`src/rtl/cca_pkg.sv`:
```
// Shared types, codes and helpers for the CIGAR coverage accumulator.
// Used by the top level, cca_span and cca_seq; depends on nothing.
package cca_pkg;

  localparam int unsigned SitesDefault = 1024;
  localparam int unsigned SitesMax     = 65536;
  // Overlap fits SitesMax, an entry offset fits SitesMax-1
  localparam int unsigned OvlW = 17;
  localparam int unsigned OffW = 16;

  localparam int unsigned CfgIdxW  = 1;
  localparam int unsigned CfgDataW = 31;
  localparam logic [10:0] IntervalLengthReset = 11'd1024;

  typedef enum logic [CfgIdxW-1:0] {
    CFG_INTERVAL_START  = 1'b0,
    CFG_INTERVAL_LENGTH = 1'b1
  } cfg_reg_e;

  typedef enum logic [1:0] {
    OP_BEGIN = 2'd0,
    OP_CIGAR = 2'd1,
    OP_READ  = 2'd2,
    OP_CLEAR = 2'd3
  } op_e;

  typedef enum logic [3:0] {
    CIG_M  = 4'd0,
    CIG_I  = 4'd1,
    CIG_D  = 4'd2,
    CIG_N  = 4'd3,
    CIG_S  = 4'd4,
    CIG_H  = 4'd5,
    CIG_P  = 4'd6,
    CIG_EQ = 4'd7,
    CIG_X  = 4'd8
  } cigar_e;

  typedef enum logic [2:0] {
    ST_CLEAR,
    ST_IDLE,
    ST_SPAN,
    ST_WALK,
    ST_READ
  } state_e;

  typedef struct packed {
    logic [23:0] depth;
    logic [31:0] ins_sum;
    logic [31:0] del_sum;
    logic [39:0] clip_sum;
  } entry_t;

  localparam int unsigned EntryW = $bits(entry_t);

  // Span of one cigar operation clipped to the interval
  typedef struct packed {
    logic            nonempty;
    logic [OvlW-1:0] ovl;
    logic [OffW-1:0] off;
    logic            cur_ge;
    logic [31:0]     cursor_next;
  } span_t;

  function automatic logic [10:0] sites_in_use(logic [10:0] len, logic [16:0] sites);
    return ({6'b0, len} > sites) ? sites[10:0] : len;
  endfunction

endpackage

```
`src/rtl/cca_in_if.sv`:
```
// Input channel of the CIGAR coverage accumulator: valid/ready plus item fields.
// Depends on nothing.
interface cca_in_if;
  logic        valid;
  logic        ready;
  logic [1:0]  operation;
  logic [30:0] ref_pos;
  logic [15:0] clip_bases;
  logic        on_contig;
  logic [3:0]  cigar_code;
  logic [27:0] op_length;
  logic [9:0]  site_index;

  modport source (
    output valid, operation, ref_pos, clip_bases, on_contig, cigar_code, op_length,
           site_index,
    input  ready
  );
  modport sink (
    input  valid, operation, ref_pos, clip_bases, on_contig, cigar_code, op_length,
           site_index,
    output ready
  );
endinterface

```
`src/rtl/cca_out_if.sv`:
```
// Result channel of the CIGAR coverage accumulator: valid/ready plus site fields.
// Depends on nothing.
interface cca_out_if;
  logic        valid;
  logic        ready;
  logic [23:0] depth;
  logic [31:0] ins_sum;
  logic [31:0] del_sum;
  logic [39:0] clip_sum;
  logic [47:0] aligned_total;

  modport source (
    output valid, depth, ins_sum, del_sum, clip_sum, aligned_total,
    input  ready
  );
  modport sink (
    input  valid, depth, ins_sum, del_sum, clip_sum, aligned_total,
    output ready
  );
endinterface

```
`src/rtl/cca_seq.sv`:
```
// Sequencer: takes items, walks the site table read-modify-write, clears it, reads out.
// Depends on cca_pkg, cca_in_if, cca_out_if; drives cca_span and the table RAM.
module cca_seq #(
  parameter int unsigned SITES = cca_pkg::SitesDefault,
  parameter int unsigned AW    = (SITES > 1) ? $clog2(SITES) : 1
) (
  input  logic                       clk_i,
  input  logic                       rst_ni,
  cca_in_if.sink                     in_i,
  cca_out_if.source                  out_o,
  input  logic [10:0]                iv_len_i,
  output logic                       span_start_o,
  output logic [31:0]                span_cursor_o,
  output logic [27:0]                span_len_o,
  input  logic                       span_done_i,
  input  cca_pkg::span_t             span_i,
  output logic                       ram_we_o,
  output logic [AW-1:0]              ram_waddr_o,
  output logic [cca_pkg::EntryW-1:0] ram_wdata_o,
  output logic                       ram_re_o,
  output logic [AW-1:0]              ram_raddr_o,
  input  logic [cca_pkg::EntryW-1:0] ram_rdata_i
);

  localparam int unsigned RemW   = $clog2(SITES + 1);
  localparam logic [16:0] SitesC = 17'(SITES);
  localparam logic [AW-1:0] LastAddr = AW'(SITES - 1);

  cca_pkg::state_e state_q, state_d;
  logic [31:0] cursor_q, cursor_d;
  logic [15:0] clip_q, clip_d;
  logic        active_q, active_d;
  logic [47:0] total_q, total_d;
  logic [27:0] len_q, len_d;
  logic        inc_depth_q, inc_depth_d;
  logic        add_clip_q, add_clip_d;
  logic        add_del_q, add_del_d;
  logic        add_ins_q, add_ins_d;
  logic        add_total_q, add_total_d;
  logic        advance_q, advance_d;
  logic        walk_q, walk_d;
  logic [AW-1:0]   rd_addr_q, rd_addr_d;
  logic [AW-1:0]   wr_addr_q, wr_addr_d;
  logic [RemW-1:0] remain_q, remain_d;
  logic        pend_q, pend_d;
  logic        first_q, first_d;
  logic        first_wr_q, first_wr_d;
  logic [AW-1:0] clr_cnt_q, clr_cnt_d;
  logic        in_range_q, in_range_d;
  logic        out_valid_q, out_valid_d;
  cca_pkg::entry_t out_entry_q, out_entry_d;
  logic [47:0] out_total_q, out_total_d;

  logic            accept;
  logic [10:0]     sites_used;
  cca_pkg::entry_t cur_e, upd_e;
  logic [40:0]     clip_sum;
  logic [32:0]     ins_sum, del_sum;
  logic [48:0]     total_sum;

  assign sites_used = cca_pkg::sites_in_use(iv_len_i, SitesC);
  assign in_i.ready = (state_q == cca_pkg::ST_IDLE);
  assign accept     = in_i.valid && in_i.ready;

  // Modify one table entry on its way back
  always_comb begin
    cur_e    = cca_pkg::entry_t'(ram_rdata_i);
    upd_e    = cur_e;
    clip_sum = {1'b0, cur_e.clip_sum} + 41'(clip_q);
    ins_sum  = {1'b0, cur_e.ins_sum} + 33'(len_q);
    del_sum  = {1'b0, cur_e.del_sum} + 33'(len_q);
    if (inc_depth_q && (cur_e.depth != '1)) begin
      upd_e.depth = cur_e.depth + 1'b1;
    end
    if (add_clip_q) begin
      upd_e.clip_sum = clip_sum[40] ? '1 : clip_sum[39:0];
    end
    if (add_ins_q && first_wr_q) begin
      upd_e.ins_sum = ins_sum[32] ? '1 : ins_sum[31:0];
    end
    if (add_del_q && first_wr_q) begin
      upd_e.del_sum = del_sum[32] ? '1 : del_sum[31:0];
    end
  end

  assign total_sum = {1'b0, total_q} + 49'(span_i.ovl);

  always_comb begin
    state_d     = state_q;
    cursor_d    = cursor_q;
    clip_d      = clip_q;
    active_d    = active_q;
    total_d     = total_q;
    len_d       = len_q;
    inc_depth_d = inc_depth_q;
    add_clip_d  = add_clip_q;
    add_del_d   = add_del_q;
    add_ins_d   = add_ins_q;
    add_total_d = add_total_q;
    advance_d   = advance_q;
    walk_d      = walk_q;
    rd_addr_d   = rd_addr_q;
    wr_addr_d   = wr_addr_q;
    remain_d    = remain_q;
    pend_d      = pend_q;
    first_d     = first_q;
    first_wr_d  = first_wr_q;
    clr_cnt_d   = clr_cnt_q;
    in_range_d  = in_range_q;
    out_valid_d = out_valid_q && !out_o.ready;
    out_entry_d = out_entry_q;
    out_total_d = out_total_q;

    span_start_o  = 1'b0;
    span_cursor_o = cursor_q;
    span_len_o    = in_i.op_length;
    ram_we_o      = 1'b0;
    ram_waddr_o   = wr_addr_q;
    ram_wdata_o   = upd_e;
    ram_re_o      = 1'b0;
    ram_raddr_o   = rd_addr_q;

    unique case (state_q)
      cca_pkg::ST_CLEAR: begin
        ram_we_o    = 1'b1;
        ram_waddr_o = clr_cnt_q;
        ram_wdata_o = '0;
        if (clr_cnt_q == LastAddr) begin
          state_d = cca_pkg::ST_IDLE;
        end else begin
          clr_cnt_d = clr_cnt_q + 1'b1;
        end
      end

      cca_pkg::ST_IDLE: begin
        if (accept) begin
          unique case (cca_pkg::op_e'(in_i.operation))
            cca_pkg::OP_BEGIN: begin
              cursor_d = {1'b0, in_i.ref_pos};
              clip_d   = in_i.clip_bases;
              active_d = in_i.on_contig;
            end
            cca_pkg::OP_CIGAR: begin
              len_d       = in_i.op_length;
              inc_depth_d = 1'b0;
              add_clip_d  = 1'b0;
              add_del_d   = 1'b0;
              add_ins_d   = 1'b0;
              add_total_d = 1'b0;
              advance_d   = 1'b0;
              walk_d      = 1'b0;
              if (active_q) begin
                case (cca_pkg::cigar_e'(in_i.cigar_code))
                  cca_pkg::CIG_M, cca_pkg::CIG_EQ, cca_pkg::CIG_X: begin
                    inc_depth_d  = 1'b1;
                    add_clip_d   = 1'b1;
                    add_total_d  = 1'b1;
                    advance_d    = 1'b1;
                    walk_d       = 1'b1;
                    span_start_o = 1'b1;
                    state_d      = cca_pkg::ST_SPAN;
                  end
                  cca_pkg::CIG_D: begin
                    inc_depth_d  = 1'b1;
                    add_del_d    = 1'b1;
                    advance_d    = 1'b1;
                    walk_d       = 1'b1;
                    span_start_o = 1'b1;
                    state_d      = cca_pkg::ST_SPAN;
                  end
                  cca_pkg::CIG_I: begin
                    // one-site span at the cursor tells whether it is inside
                    add_ins_d    = 1'b1;
                    walk_d       = 1'b1;
                    span_len_o   = 28'd1;
                    span_start_o = 1'b1;
                    state_d      = cca_pkg::ST_SPAN;
                  end
                  cca_pkg::CIG_N: begin
                    advance_d    = 1'b1;
                    span_start_o = 1'b1;
                    state_d      = cca_pkg::ST_SPAN;
                  end
                  default: begin
                  end
                endcase
              end
            end
            cca_pkg::OP_READ: begin
              ram_re_o    = 1'b1;
              ram_raddr_o = AW'(in_i.site_index);
              in_range_d  = {1'b0, in_i.site_index} < sites_used;
              state_d     = cca_pkg::ST_READ;
            end
            cca_pkg::OP_CLEAR: begin
              total_d   = '0;
              clr_cnt_d = '0;
              state_d   = cca_pkg::ST_CLEAR;
            end
          endcase
        end
      end

      cca_pkg::ST_SPAN: begin
        if (span_done_i) begin
          if (advance_q) begin
            cursor_d = span_i.cursor_next;
          end
          if (add_total_q && span_i.nonempty) begin
            total_d = total_sum[48] ? '1 : total_sum[47:0];
          end
          // deletion length lands only when the cursor itself is in range
          add_del_d = add_del_q && span_i.cur_ge;
          rd_addr_d = AW'(span_i.off);
          remain_d  = (span_i.nonempty && walk_q) ? RemW'(span_i.ovl) : '0;
          first_d   = 1'b1;
          pend_d    = 1'b0;
          state_d   = cca_pkg::ST_WALK;
        end
      end

      cca_pkg::ST_WALK: begin
        // read site p while writing back site p-1
        if (remain_q != '0) begin
          ram_re_o   = 1'b1;
          rd_addr_d  = rd_addr_q + 1'b1;
          remain_d   = remain_q - 1'b1;
          wr_addr_d  = rd_addr_q;
          first_wr_d = first_q;
          first_d    = 1'b0;
          pend_d     = 1'b1;
        end else begin
          pend_d = 1'b0;
        end
        if (pend_q) begin
          ram_we_o = 1'b1;
        end
        if ((remain_q == '0) && !pend_q) begin
          state_d = cca_pkg::ST_IDLE;
        end
      end

      cca_pkg::ST_READ: begin
        // RAM output holds until the result register frees up
        if (!out_valid_q || out_o.ready) begin
          out_valid_d = 1'b1;
          out_entry_d = in_range_q ? cur_e : '0;
          out_total_d = total_q;
          state_d     = cca_pkg::ST_IDLE;
        end
      end

      default: begin
        state_d = cca_pkg::ST_IDLE;
      end
    endcase
  end

  always_ff @(posedge clk_i or negedge rst_ni) begin
    if (!rst_ni) begin
      state_q     <= cca_pkg::ST_CLEAR;
      clr_cnt_q   <= '0;
      cursor_q    <= '0;
      clip_q      <= '0;
      active_q    <= 1'b0;
      total_q     <= '0;
      remain_q    <= '0;
      pend_q      <= 1'b0;
      out_valid_q <= 1'b0;
    end else begin
      state_q     <= state_d;
      clr_cnt_q   <= clr_cnt_d;
      cursor_q    <= cursor_d;
      clip_q      <= clip_d;
      active_q    <= active_d;
      total_q     <= total_d;
      remain_q    <= remain_d;
      pend_q      <= pend_d;
      out_valid_q <= out_valid_d;
    end
  end

  always_ff @(posedge clk_i) begin
    len_q       <= len_d;
    inc_depth_q <= inc_depth_d;
    add_clip_q  <= add_clip_d;
    add_del_q   <= add_del_d;
    add_ins_q   <= add_ins_d;
    add_total_q <= add_total_d;
    advance_q   <= advance_d;
    walk_q      <= walk_d;
    rd_addr_q   <= rd_addr_d;
    wr_addr_q   <= wr_addr_d;
    first_q     <= first_d;
    first_wr_q  <= first_wr_d;
    in_range_q  <= in_range_d;
    out_entry_q <= out_entry_d;
    out_total_q <= out_total_d;
  end

  assign out_o.valid         = out_valid_q;
  assign out_o.depth         = out_entry_q.depth;
  assign out_o.ins_sum       = out_entry_q.ins_sum;
  assign out_o.del_sum       = out_entry_q.del_sum;
  assign out_o.clip_sum      = out_entry_q.clip_sum;
  assign out_o.aligned_total = out_total_q;

  a_no_same_entry: assert property (@(posedge clk_i) disable iff (!rst_ni)
    (ram_we_o && ram_re_o) |-> (ram_waddr_o != ram_raddr_o))
    else $error("table read and write hit the same entry");

  a_writeback_follows_read: assert property (@(posedge clk_i) disable iff (!rst_ni)
    pend_q |-> $past(ram_re_o))
    else $error("write-back without a preceding read");

  a_span_when_waiting: assert property (@(posedge clk_i) disable iff (!rst_ni)
    span_done_i |-> (state_q == cca_pkg::ST_SPAN))
    else $error("span result outside the span wait");

  a_result_from_read: assert property (@(posedge clk_i) disable iff (!rst_ni)
    $rose(out_valid_q) |-> $past(state_q == cca_pkg::ST_READ))
    else $error("result raised without a read-out");

endmodule
```
`src/flat_wrapper.sv`:
```
// flat-port wrapper written by rule: the top's interface ports become plain ports
module cca_seq_flat 
#(
  parameter int unsigned SITES = cca_pkg::SitesDefault,
  parameter int unsigned AW    = (SITES > 1) ? $clog2(SITES) : 1
)
  (clk_i, rst_ni, iv_len_i, span_start_o, span_cursor_o, span_len_o, span_done_i, span_i, ram_we_o, ram_waddr_o, ram_wdata_o, ram_re_o, ram_raddr_o, ram_rdata_i, in_i_valid, in_i_operation, in_i_ref_pos, in_i_clip_bases, in_i_on_contig, in_i_cigar_code, in_i_op_length, in_i_site_index, in_i_ready, out_o_valid, out_o_depth, out_o_ins_sum, out_o_del_sum, out_o_clip_sum, out_o_aligned_total, out_o_ready);
  cca_in_if in_i_i ();
  cca_out_if out_o_i ();
  input  logic clk_i;
  input  logic rst_ni;
  input  logic [10:0] iv_len_i;
  output logic span_start_o;
  output logic [31:0] span_cursor_o;
  output logic [27:0] span_len_o;
  input  logic span_done_i;
  input  cca_pkg::span_t span_i;
  output logic ram_we_o;
  output logic [AW-1:0] ram_waddr_o;
  output logic [cca_pkg::EntryW-1:0] ram_wdata_o;
  output logic ram_re_o;
  output logic [AW-1:0] ram_raddr_o;
  input  logic [cca_pkg::EntryW-1:0] ram_rdata_i;
  input wire logic [$bits(in_i_i.valid)-1:0] in_i_valid;
  input wire logic [$bits(in_i_i.operation)-1:0] in_i_operation;
  input wire logic [$bits(in_i_i.ref_pos)-1:0] in_i_ref_pos;
  input wire logic [$bits(in_i_i.clip_bases)-1:0] in_i_clip_bases;
  input wire logic [$bits(in_i_i.on_contig)-1:0] in_i_on_contig;
  input wire logic [$bits(in_i_i.cigar_code)-1:0] in_i_cigar_code;
  input wire logic [$bits(in_i_i.op_length)-1:0] in_i_op_length;
  input wire logic [$bits(in_i_i.site_index)-1:0] in_i_site_index;
  output wire logic [$bits(in_i_i.ready)-1:0] in_i_ready;
  output wire logic [$bits(out_o_i.valid)-1:0] out_o_valid;
  output wire logic [$bits(out_o_i.depth)-1:0] out_o_depth;
  output wire logic [$bits(out_o_i.ins_sum)-1:0] out_o_ins_sum;
  output wire logic [$bits(out_o_i.del_sum)-1:0] out_o_del_sum;
  output wire logic [$bits(out_o_i.clip_sum)-1:0] out_o_clip_sum;
  output wire logic [$bits(out_o_i.aligned_total)-1:0] out_o_aligned_total;
  input wire logic [$bits(out_o_i.ready)-1:0] out_o_ready;
  assign in_i_i.valid = in_i_valid;
  assign in_i_i.operation = in_i_operation;
  assign in_i_i.ref_pos = in_i_ref_pos;
  assign in_i_i.clip_bases = in_i_clip_bases;
  assign in_i_i.on_contig = in_i_on_contig;
  assign in_i_i.cigar_code = in_i_cigar_code;
  assign in_i_i.op_length = in_i_op_length;
  assign in_i_i.site_index = in_i_site_index;
  assign in_i_ready = in_i_i.ready;
  assign out_o_valid = out_o_i.valid;
  assign out_o_depth = out_o_i.depth;
  assign out_o_ins_sum = out_o_i.ins_sum;
  assign out_o_del_sum = out_o_i.del_sum;
  assign out_o_clip_sum = out_o_i.clip_sum;
  assign out_o_aligned_total = out_o_i.aligned_total;
  assign out_o_i.ready = out_o_ready;
  cca_seq #(.SITES(SITES), .AW(AW)) u_core (.clk_i(clk_i), .rst_ni(rst_ni), .in_i(in_i_i), .out_o(out_o_i), .iv_len_i(iv_len_i), .span_start_o(span_start_o), .span_cursor_o(span_cursor_o), .span_len_o(span_len_o), .span_done_i(span_done_i), .span_i(span_i), .ram_we_o(ram_we_o), .ram_waddr_o(ram_waddr_o), .ram_wdata_o(ram_wdata_o), .ram_re_o(ram_re_o), .ram_raddr_o(ram_raddr_o), .ram_rdata_i(ram_rdata_i));
endmodule
```
`config.mk`:
```
export PLATFORM = sky130hd
export DESIGN_NAME = cca_seq_flat
export DESIGN_NICKNAME = d
export VERILOG_FILES = /design/src/rtl/cca_pkg.sv /design/src/rtl/cca_in_if.sv /design/src/rtl/cca_out_if.sv /design/src/rtl/cca_seq.sv /design/src/flat_wrapper.sv
export SDC_FILE = /design/constraint.sdc
export NUM_CORES = 1
export LEC_CHECK = 0
export BUFFER_PORTS_ARGS = -buffer_cell sky130_fd_sc_hd__buf_2
export CORE_AREA = 3 3 266 268
export DETAILED_ROUTE_END_ITERATION = 8
export DIE_AREA = 0 0 269 271
export PLACE_DENSITY_LB_ADDON = 0.08
export SETUP_SLACK_MARGIN = 0.15
export SYNTH_ARGS = -nofsm -noshare
export SYNTH_HDL_FRONTEND = slang
export SYNTH_SLANG_ARGS = --single-unit
```
`constraint.sdc`:
```
create_clock -name clk_i -period 7.5 [get_ports clk_i]
set_input_delay 0.375 -clock clk_i [delete_from_list [all_inputs] [get_ports clk_i]]
set_output_delay 0.375 -clock clk_i [all_outputs]
set_load 0.05 [all_outputs]
```
==> results of run 1 <==
-- power by group --
| part | internal, mW | switching [mW] |
|---|---|---|
| combinational | 0.196 | 0.316 |
| sequential | 2.09 | 0.00731 |
| clock | 1.23 | 0.901 |
-- path summary, 6_finish.rpt --
check	start	to	slack, ns
worst max-delay path	u_core.len_q[0]	ram_wdata_o[92]	2.41
worst min-delay path	in_i_op_length[3]	u_core.len_q[3]	0.03
worst max register to register	u_core.total_q[0]	u_core.total_q[19]	3.53
worst min register to register	u_core.first_q	u_core.first_wr_q	0.43
max in group asynchronous	rst_ni	u_core.clip_q[6]	5.56
min in group asynchronous	rst_ni	u_core.total_q[7]	0.46
-- worst max-delay path, cell delays in order (launching register included) --
cell	delay, ns
edfxtp_1	0.44
ha_1	0.25
fa_1	0.42
a21oi_1	0.22
nor2_1	0.10
o41ai_2	0.91
o31ai_2	0.23
nor4b_4	0.20
o31a_2	0.39
inv_1	0.07
o31a_1	0.12
buf_4	0.33
a21oi_1	0.18
buf_2	0.25
-- through the flow --
step	power (mW)	cell area, um2
after floorplan	2.419	21540
final	4.740	27710
after global placement	2.632	25920
after global routing	4.932	27700
after CTS	4.810	27690
after detailed placement	2.637	25920
-- layer usage --
| metal | global-route usage | vias to the layer above | part of all wire | wire length, um |
|---|---|---|---|---|
| met4 | 0.07108 | 6 | 0.031 | 2638 |
| met3 | 0.05602 | 122 | 0.073 | 6159 |
| li1 | - | 9553 | - | - |
| met5 | 0 | - | 0.00049 | 41 |
| met2 | 0.3956 | 646 | 0.50 | 42170 |
| met1 | 0.2624 | 9585 | 0.40 | 33400 |
-- registers in the layout, indices dropped and copies added, names as in the netlist, 11 cells and up --
signal                      flops
u_core.remain_q                11
u_core.out_o.del_sum           32
u_core.out_o.ins_sum           32
u_core.len_q                   28
u_core.total_q                 48
u_core.out_o.depth             24
u_core.out_o.aligned_total     48
u_core.clip_q                  16
u_core.span_cursor_o           32
u_core.out_o.clip_sum          40
-- layout make-up --
| cell class | instances | share of cell area |
|---|---|---|
| flip-flops and latches | 356 | 0.3636 |
| clock buffers | 57 | 0.04141 |
| well taps | 931 | 0.04204 |
| diodes | 6 | 0.0005419 |
| clock inverters | 21 | 0.009167 |
| multi-input cells | 1714 | 0.3929 |
| inverters | 56 | 0.007586 |
| repair buffers | 741 | 0.1428 |
-- kinds of logic (layout without fill, tap and decap cells) --
logic type                 Yosys count  after routing
buffers and inverters              159            875
DFF                                356            356
xor gates and xnor gates           112            112
and+or+nand+nor                    810            810
AOI/OAI and AO/OA                  630            630
muxes                               56             56
adders and majority gates          106            106
other                                0              6
-- layout by cell type (no fill, tap or decap), types with 14 or more instances in the layout --
cell type	count
a21o_1	43
a21oi_1	235
a311oi_1	14
a31oi_1	35
and2_1	147
and3_1	34
buf_2	684
buf_4	19
clkbuf_16	42
dfrtp_1	123
dlygate4sd3_1	37
edfxtp_1	233
ha_1	102
inv_1	54
mux2_2	17
mux2i_1	39
nand2_1	177
nand2b_1	22
nand3_1	74
nand4_1	33
nor2_1	192
nor2b_1	36
nor3_1	34
o21a_1	20
o21ai_0	153
o22ai_1	15
or3_1	16
xnor2_1	54
xor2_1	58
==> metrics, run 1 <==
outcome completed; Max rail drop VDD 0.1369 mV; IO Count 692; storage element area 0.01007 mm2; placed insts 3761; routed wire length 84410 um; async set-reset flop share out of synthesis 0.3455; core footprint 0.06859 mm2; Final Slew Violations 0; number of synthesized register bits 356; Routed WL per cell 21.74 um; DR vias 19910; syn nets 2638; first-pass GRT wire length 123300 um; Starting Density 0.3141; TritonCTS clock tree yes; clock skew 0.02468 ns; Layout Nets 3320; Power per Cell Area 171.1 mW/mm2; area occupied by multi-input gates 0.01089 mm2; register area share after synthesis 0.4677; Least-Margin Pin Slew 1.494 ns; TritonCTS Buffers 42; CTS Sinks 356; Final Hold Fails 0; crit end category primary output; Synth area leaders edfxtp_1 (32%), dfrtp_1 (14%), ha_1 (5.9%); DRC 0; ANT nets after route 0; CTS resizes 0; Crit path required time 7.12 ns; EDFF count, synth 233; ratio of cells with drive above 1 in the final layout 0.2795; synth warn 0; gr ovfl total 0; Slew headroom 0.004225; Startpoint Class register; Post-CTS Setup Inserts 0; Cell Area, Synth 0.02154 mm2; Compound-Gate Fraction of Synth Area 0.1788; RSZ-0062 raised after global routing no; worst setup margin 2.406 ns; Post-synth top cells a21oi_1 (237), edfxtp_1 (233), nor2_1 (195); H-Tree Level Count 2; Clock Pin Slew Worst Setup and Hold Paths 0.06 ns; LEAKAGE 12.95 nW; Port Buffers 685; initial antenna violation count 9; largest net degree at the start of global routing 159; Die ar. 0.07290 mm2; Iteration-0 DRC Markers 1212; Hold Worst Slack 0.02977 ns; area leader, netlist edfxtp_1; R2R depth 11; Synth top area share 0.3248; Mean Syn Cell Area 9.664 um2; worst hold stages 1; vias per inst 5.129; Max-cap violations 0; Final period util 0.6792; vias in the first global route 19650; cell with the most instances after synthesis a21oi_1; fillers 6916; Total Routing Usage GR 0.2231; Final HPWL DP 65360 um; CP Data Arrival Time 4.72 ns; CP max FO 28; Unique masters post-synth 80; post-synthesis mux area share 0.02701; Hold Path Class in2reg; die width 269 um; Hold Buf Count CTS 37; Mapped Cells 2229; Die Span Y 271 um; Root Buffer Master clkbuf_16; setup violators final 0; drt first pass iters 5; post-synthesis xor/xnor area fraction 0.04554; Rows 96; ys flop type edfxtp_1; GPL Wtd Cong 0.9092; max frequency 196.3 MHz; Max clock buf depth 3; Setup CP Type reg2out; Clock Latency Late Sink 0.59 ns; fin cells 3882; largest family of logic cells by synthesized area simple AND/OR/NAND/NOR gates; DP Worst Slack 2.978 ns; post-synthesis adder-cell area fraction 0.06296; Layout Utilization 0.4040; fin crit period 5.094 ns; Fin Setup TNS 0 ns; Layout area overhead 28.62%; simple-gate share of the synthesized area 0.1889
Note: power is estimated with default switching activity, not from simulation.
==> run 2, diff against run 1 <==
- clock period: 7.5 -> 4.5 ns (I/O delays scaled with it)
==> run 2 against run 1 <==
Effect of this change:
- wire length grew 4.0%
- clock power is 67% higher
- critical path type unchanged
- sequential power is 67% higher
- global-route usage rose by 0.90 points
- final area rose by 8.2%
==> metrics, run 2 (synthesis gave the netlist of run 1 again) <==
Die ar. 0.07290 mm2 (unchanged); met1 usage 0.2769 (+0.01444); reg2reg end u_core.total_q[33]; register share of total power 0.435 (-0.008); Slew headroom 0.3769 (+0.3726); Setup CP Type reg2out; Layout area overhead 39.14%; Slowest-stage cell, CP fa_1; Hold Path Class in2reg; P_int 5.965 mW (+70%); setup violators final 0 (unchanged); clock share of power 0.440 (-0.009); Hold Crit Start span_i[58]; Largest stage delay, worst path 0.43 ns (-0.48 ns); vias in the first global route 20870 (+6.2%); die width 269 um (unchanged); Final HPWL DP 66960 um (+2.4%); DR vias 20920 (+5.1%); DP Worst Slack 0.6446 ns (-2.334 ns); commonest non-fill, non-tap cell in the layout buf_2; Max clock buf depth 3 (unchanged); Max rail drop VDD 0.2140 mV (+56%); routed wire length 87820 um (+4.0%); outcome completed; CP Data Arrival Time 3.94 ns (-0.78 ns); TritonCTS clock tree yes; Power per Cell Area 268.7 mW/mm2 (+57%); Startpoint Class register; RSZ-0062 raised after global routing yes; first-pass GRT wire length 129300 um (+4.9%); GPL Wtd Cong 0.9000 (-1.0%); largest net degree at the start of global routing 125 (-21%); ANT nets after route 0 (unchanged); fin area 0.02997 mm2 (+8.2%); Starting Density 0.3141 (unchanged); vias per inst 5.104 (-0.49%); fin cells 4099 (+5.6%); Clock Pin Slew Worst Setup and Hold Paths 0.06 ns (about the same); max frequency 239.8 MHz; Root Buffer Master clkbuf_16; ratio of cells with drive above 1 in the final layout 0.2690 (-0.01049); clock skew 0.02831 ns (+0.003624 ns); Top delay family on crit path compound AO/OA/AOI/OAI gates; crit end category primary output; net switching power 2.089 mW (+71%); commonest non-fill, non-tap cells in the layout buf_2 (674), a21oi_1 (233), edfxtp_1 (233), dlygate4sd3_1 (231), nor2_1 (192); r2r startpoint u_core.total_q[0]; Layout Nets 3536 (+6.5%); CP max FO 5 (-82%); worst hold stages 3 (+2); placed insts 3775 (+0.37%); Total Routing Usage GR 0.2321 (+0.008979); R2R setup slack 0.86 ns (-2.67 ns); initial antenna violation count 6 (-3); met2 global-route usage 0.4126 (+0.01698); Crit path required time 4.28 ns (-2.84 ns); Pwr Total 8.054 mW (+70%); Die Span Y 271 um (unchanged); critical path, cell by cell ha_1 -> fa_1 -> a21oi_2 -> o22ai_1 -> o21a_1 -> o2111a_1 -> o2111ai_1 -> a311o_1 -> buf_4 -> xnor2_1 -> o22ai_1 -> nor2_1 -> buf_2; Hold Path End u_core.remain_q[9]; core footprint 0.06859 mm2 (unchanged); fin crit period 4.170 ns; Iteration-0 DRC Markers 1386 (+14%); switching share of power 0.2594 (+0.001139); R2R depth 11 (unchanged); worst setup margin 0.3302 ns (-2.076 ns); critical path buffer and inverter count 2 (-1); IO Count 692 (unchanged); DRC 0 (unchanged); GR peak layer met2; LEAKAGE 13.89 nW (+7.2%); CTS Sinks 356 (unchanged); H-Tree Level Count 2 (unchanged); Least-Margin Pin Slew 0.9347 ns (-0.5590 ns); Final period util 0.9266; cell repeated most along the worst path o22ai_1; Final Hold Fails 0 (unchanged); area occupied by multi-input gates 0.01097 mm2 (+0.78%); Max-cap violations 0 (unchanged); Combinational Power Share 0.125 (+0.017); Clock Latency Late Sink 0.59 ns (about the same); TritonCTS Buffers 46 (+9.5%); gr ovfl total 0 (unchanged); Final Slew Violations 0 (unchanged); Routed WL per cell 21.42 um (-1.5%); storage element area 0.01007 mm2 (unchanged); Rows 96 (unchanged); fillers 6804 (-1.6%); Fin Setup TNS 0 ns (unchanged); drt first pass iters 5 (unchanged); post-placement cell area 0.02607 mm2 (+0.56%); met3 usage 0.04784 (-0.008185); Port Buffers 685 (unchanged)
-- run 2: cell count changes in the layout (fill, tap and decap cells not counted), sizes merged --
cell,before,now
buf,704,715
bufinv,4,2
clkinvlp,3,2
clkinv,13,23
diode,6,4
clkbuf,57,64
dlygate4sd3,37,231
-- run 2: layout make-up --
| class | instances | area share |
|---|---|---|
| Timing Repair Buffer | 953 | 0.2043 |
| Clock inverter | 28 | 0.006846 |
| Clock buffer | 57 | 0.04049 |
| Inverter | 56 | 0.007013 |
| Multi-Input combinational cell | 1714 | 0.3660 |
| Antenna cell | 4 | 0.0003339 |
| Tap cell | 931 | 0.03886 |
| Sequential cell | 356 | 0.3361 |
-- run 2: through the flow --
stage,util,hold WS (ns)
2_1_floorplan,-,-0.07059
3_3_place_gp,0.3800,0.2657
3_5_place_dp,0.3800,0.2656
4_1_cts,0.4347,0.0003164
5_1_grt,0.4369,0.01652
6_report,0.4370,0.01904
-- run 2: power groups by stage --
stage / combinational [mW] / sequential [mW] / clock, mW
final: 1.00 / 3.50 / 3.55
after global routing: 1.10 / 3.50 / 3.80
after CTS: 0.997 / 3.50 / 3.66
after detailed placement: 0.832 / 3.57 / 0
after global placement: 0.826 / 3.57 / 0
after floorplan: 0.400 / 3.63 / 0
-- run 2: how the worst max path moves through the flow --
stage                     cells after the start               end  slack (ns)             start
final                                        13   ram_wdata_o[62]        0.33   u_core.len_q[0]
after global placement                       13   ram_wdata_o[38]        0.65    ram_rdata_i[0]
after detailed placement                     11   ram_wdata_o[35]        0.64  u_core.clip_q[1]
after CTS                                    12   ram_wdata_o[38]        0.13  u_core.clip_q[0]
after floorplan                              11  ram_wdata_o[100]        0.70   u_core.len_q[0]
after global routing                         11   ram_wdata_o[71]        0.16   u_core.len_q[8]
-- run 2: worst register-to-register path, delay by kind of cell, from the launching register on --
kind                     cells  cell delay [ns]
AND/OR/NAND/NOR              2             0.27
AO/OA/AOI/OAI                7             2.18
flip-flops                   1             0.41
adder cells (fa/ha/maj)      2             0.66
-- run 2: what timing repair did --
action / in CTS / in global routing
hold buffers: 230 / 1
hold endpoints to repair: 236 / 1
pin swaps: 1 / 2
setup endpoints to repair: 36 / 56
gates resized for setup: 6 / 28
buffers inserted: 1 / 3
gates cloned: 0 / 0
-- run 2: metal layers --
layer	vias up	wire (um)
li1	9983	-
met1	10070	35440
met2	732	43980
met3	142	5444
met4	0	2955
met5	-	0
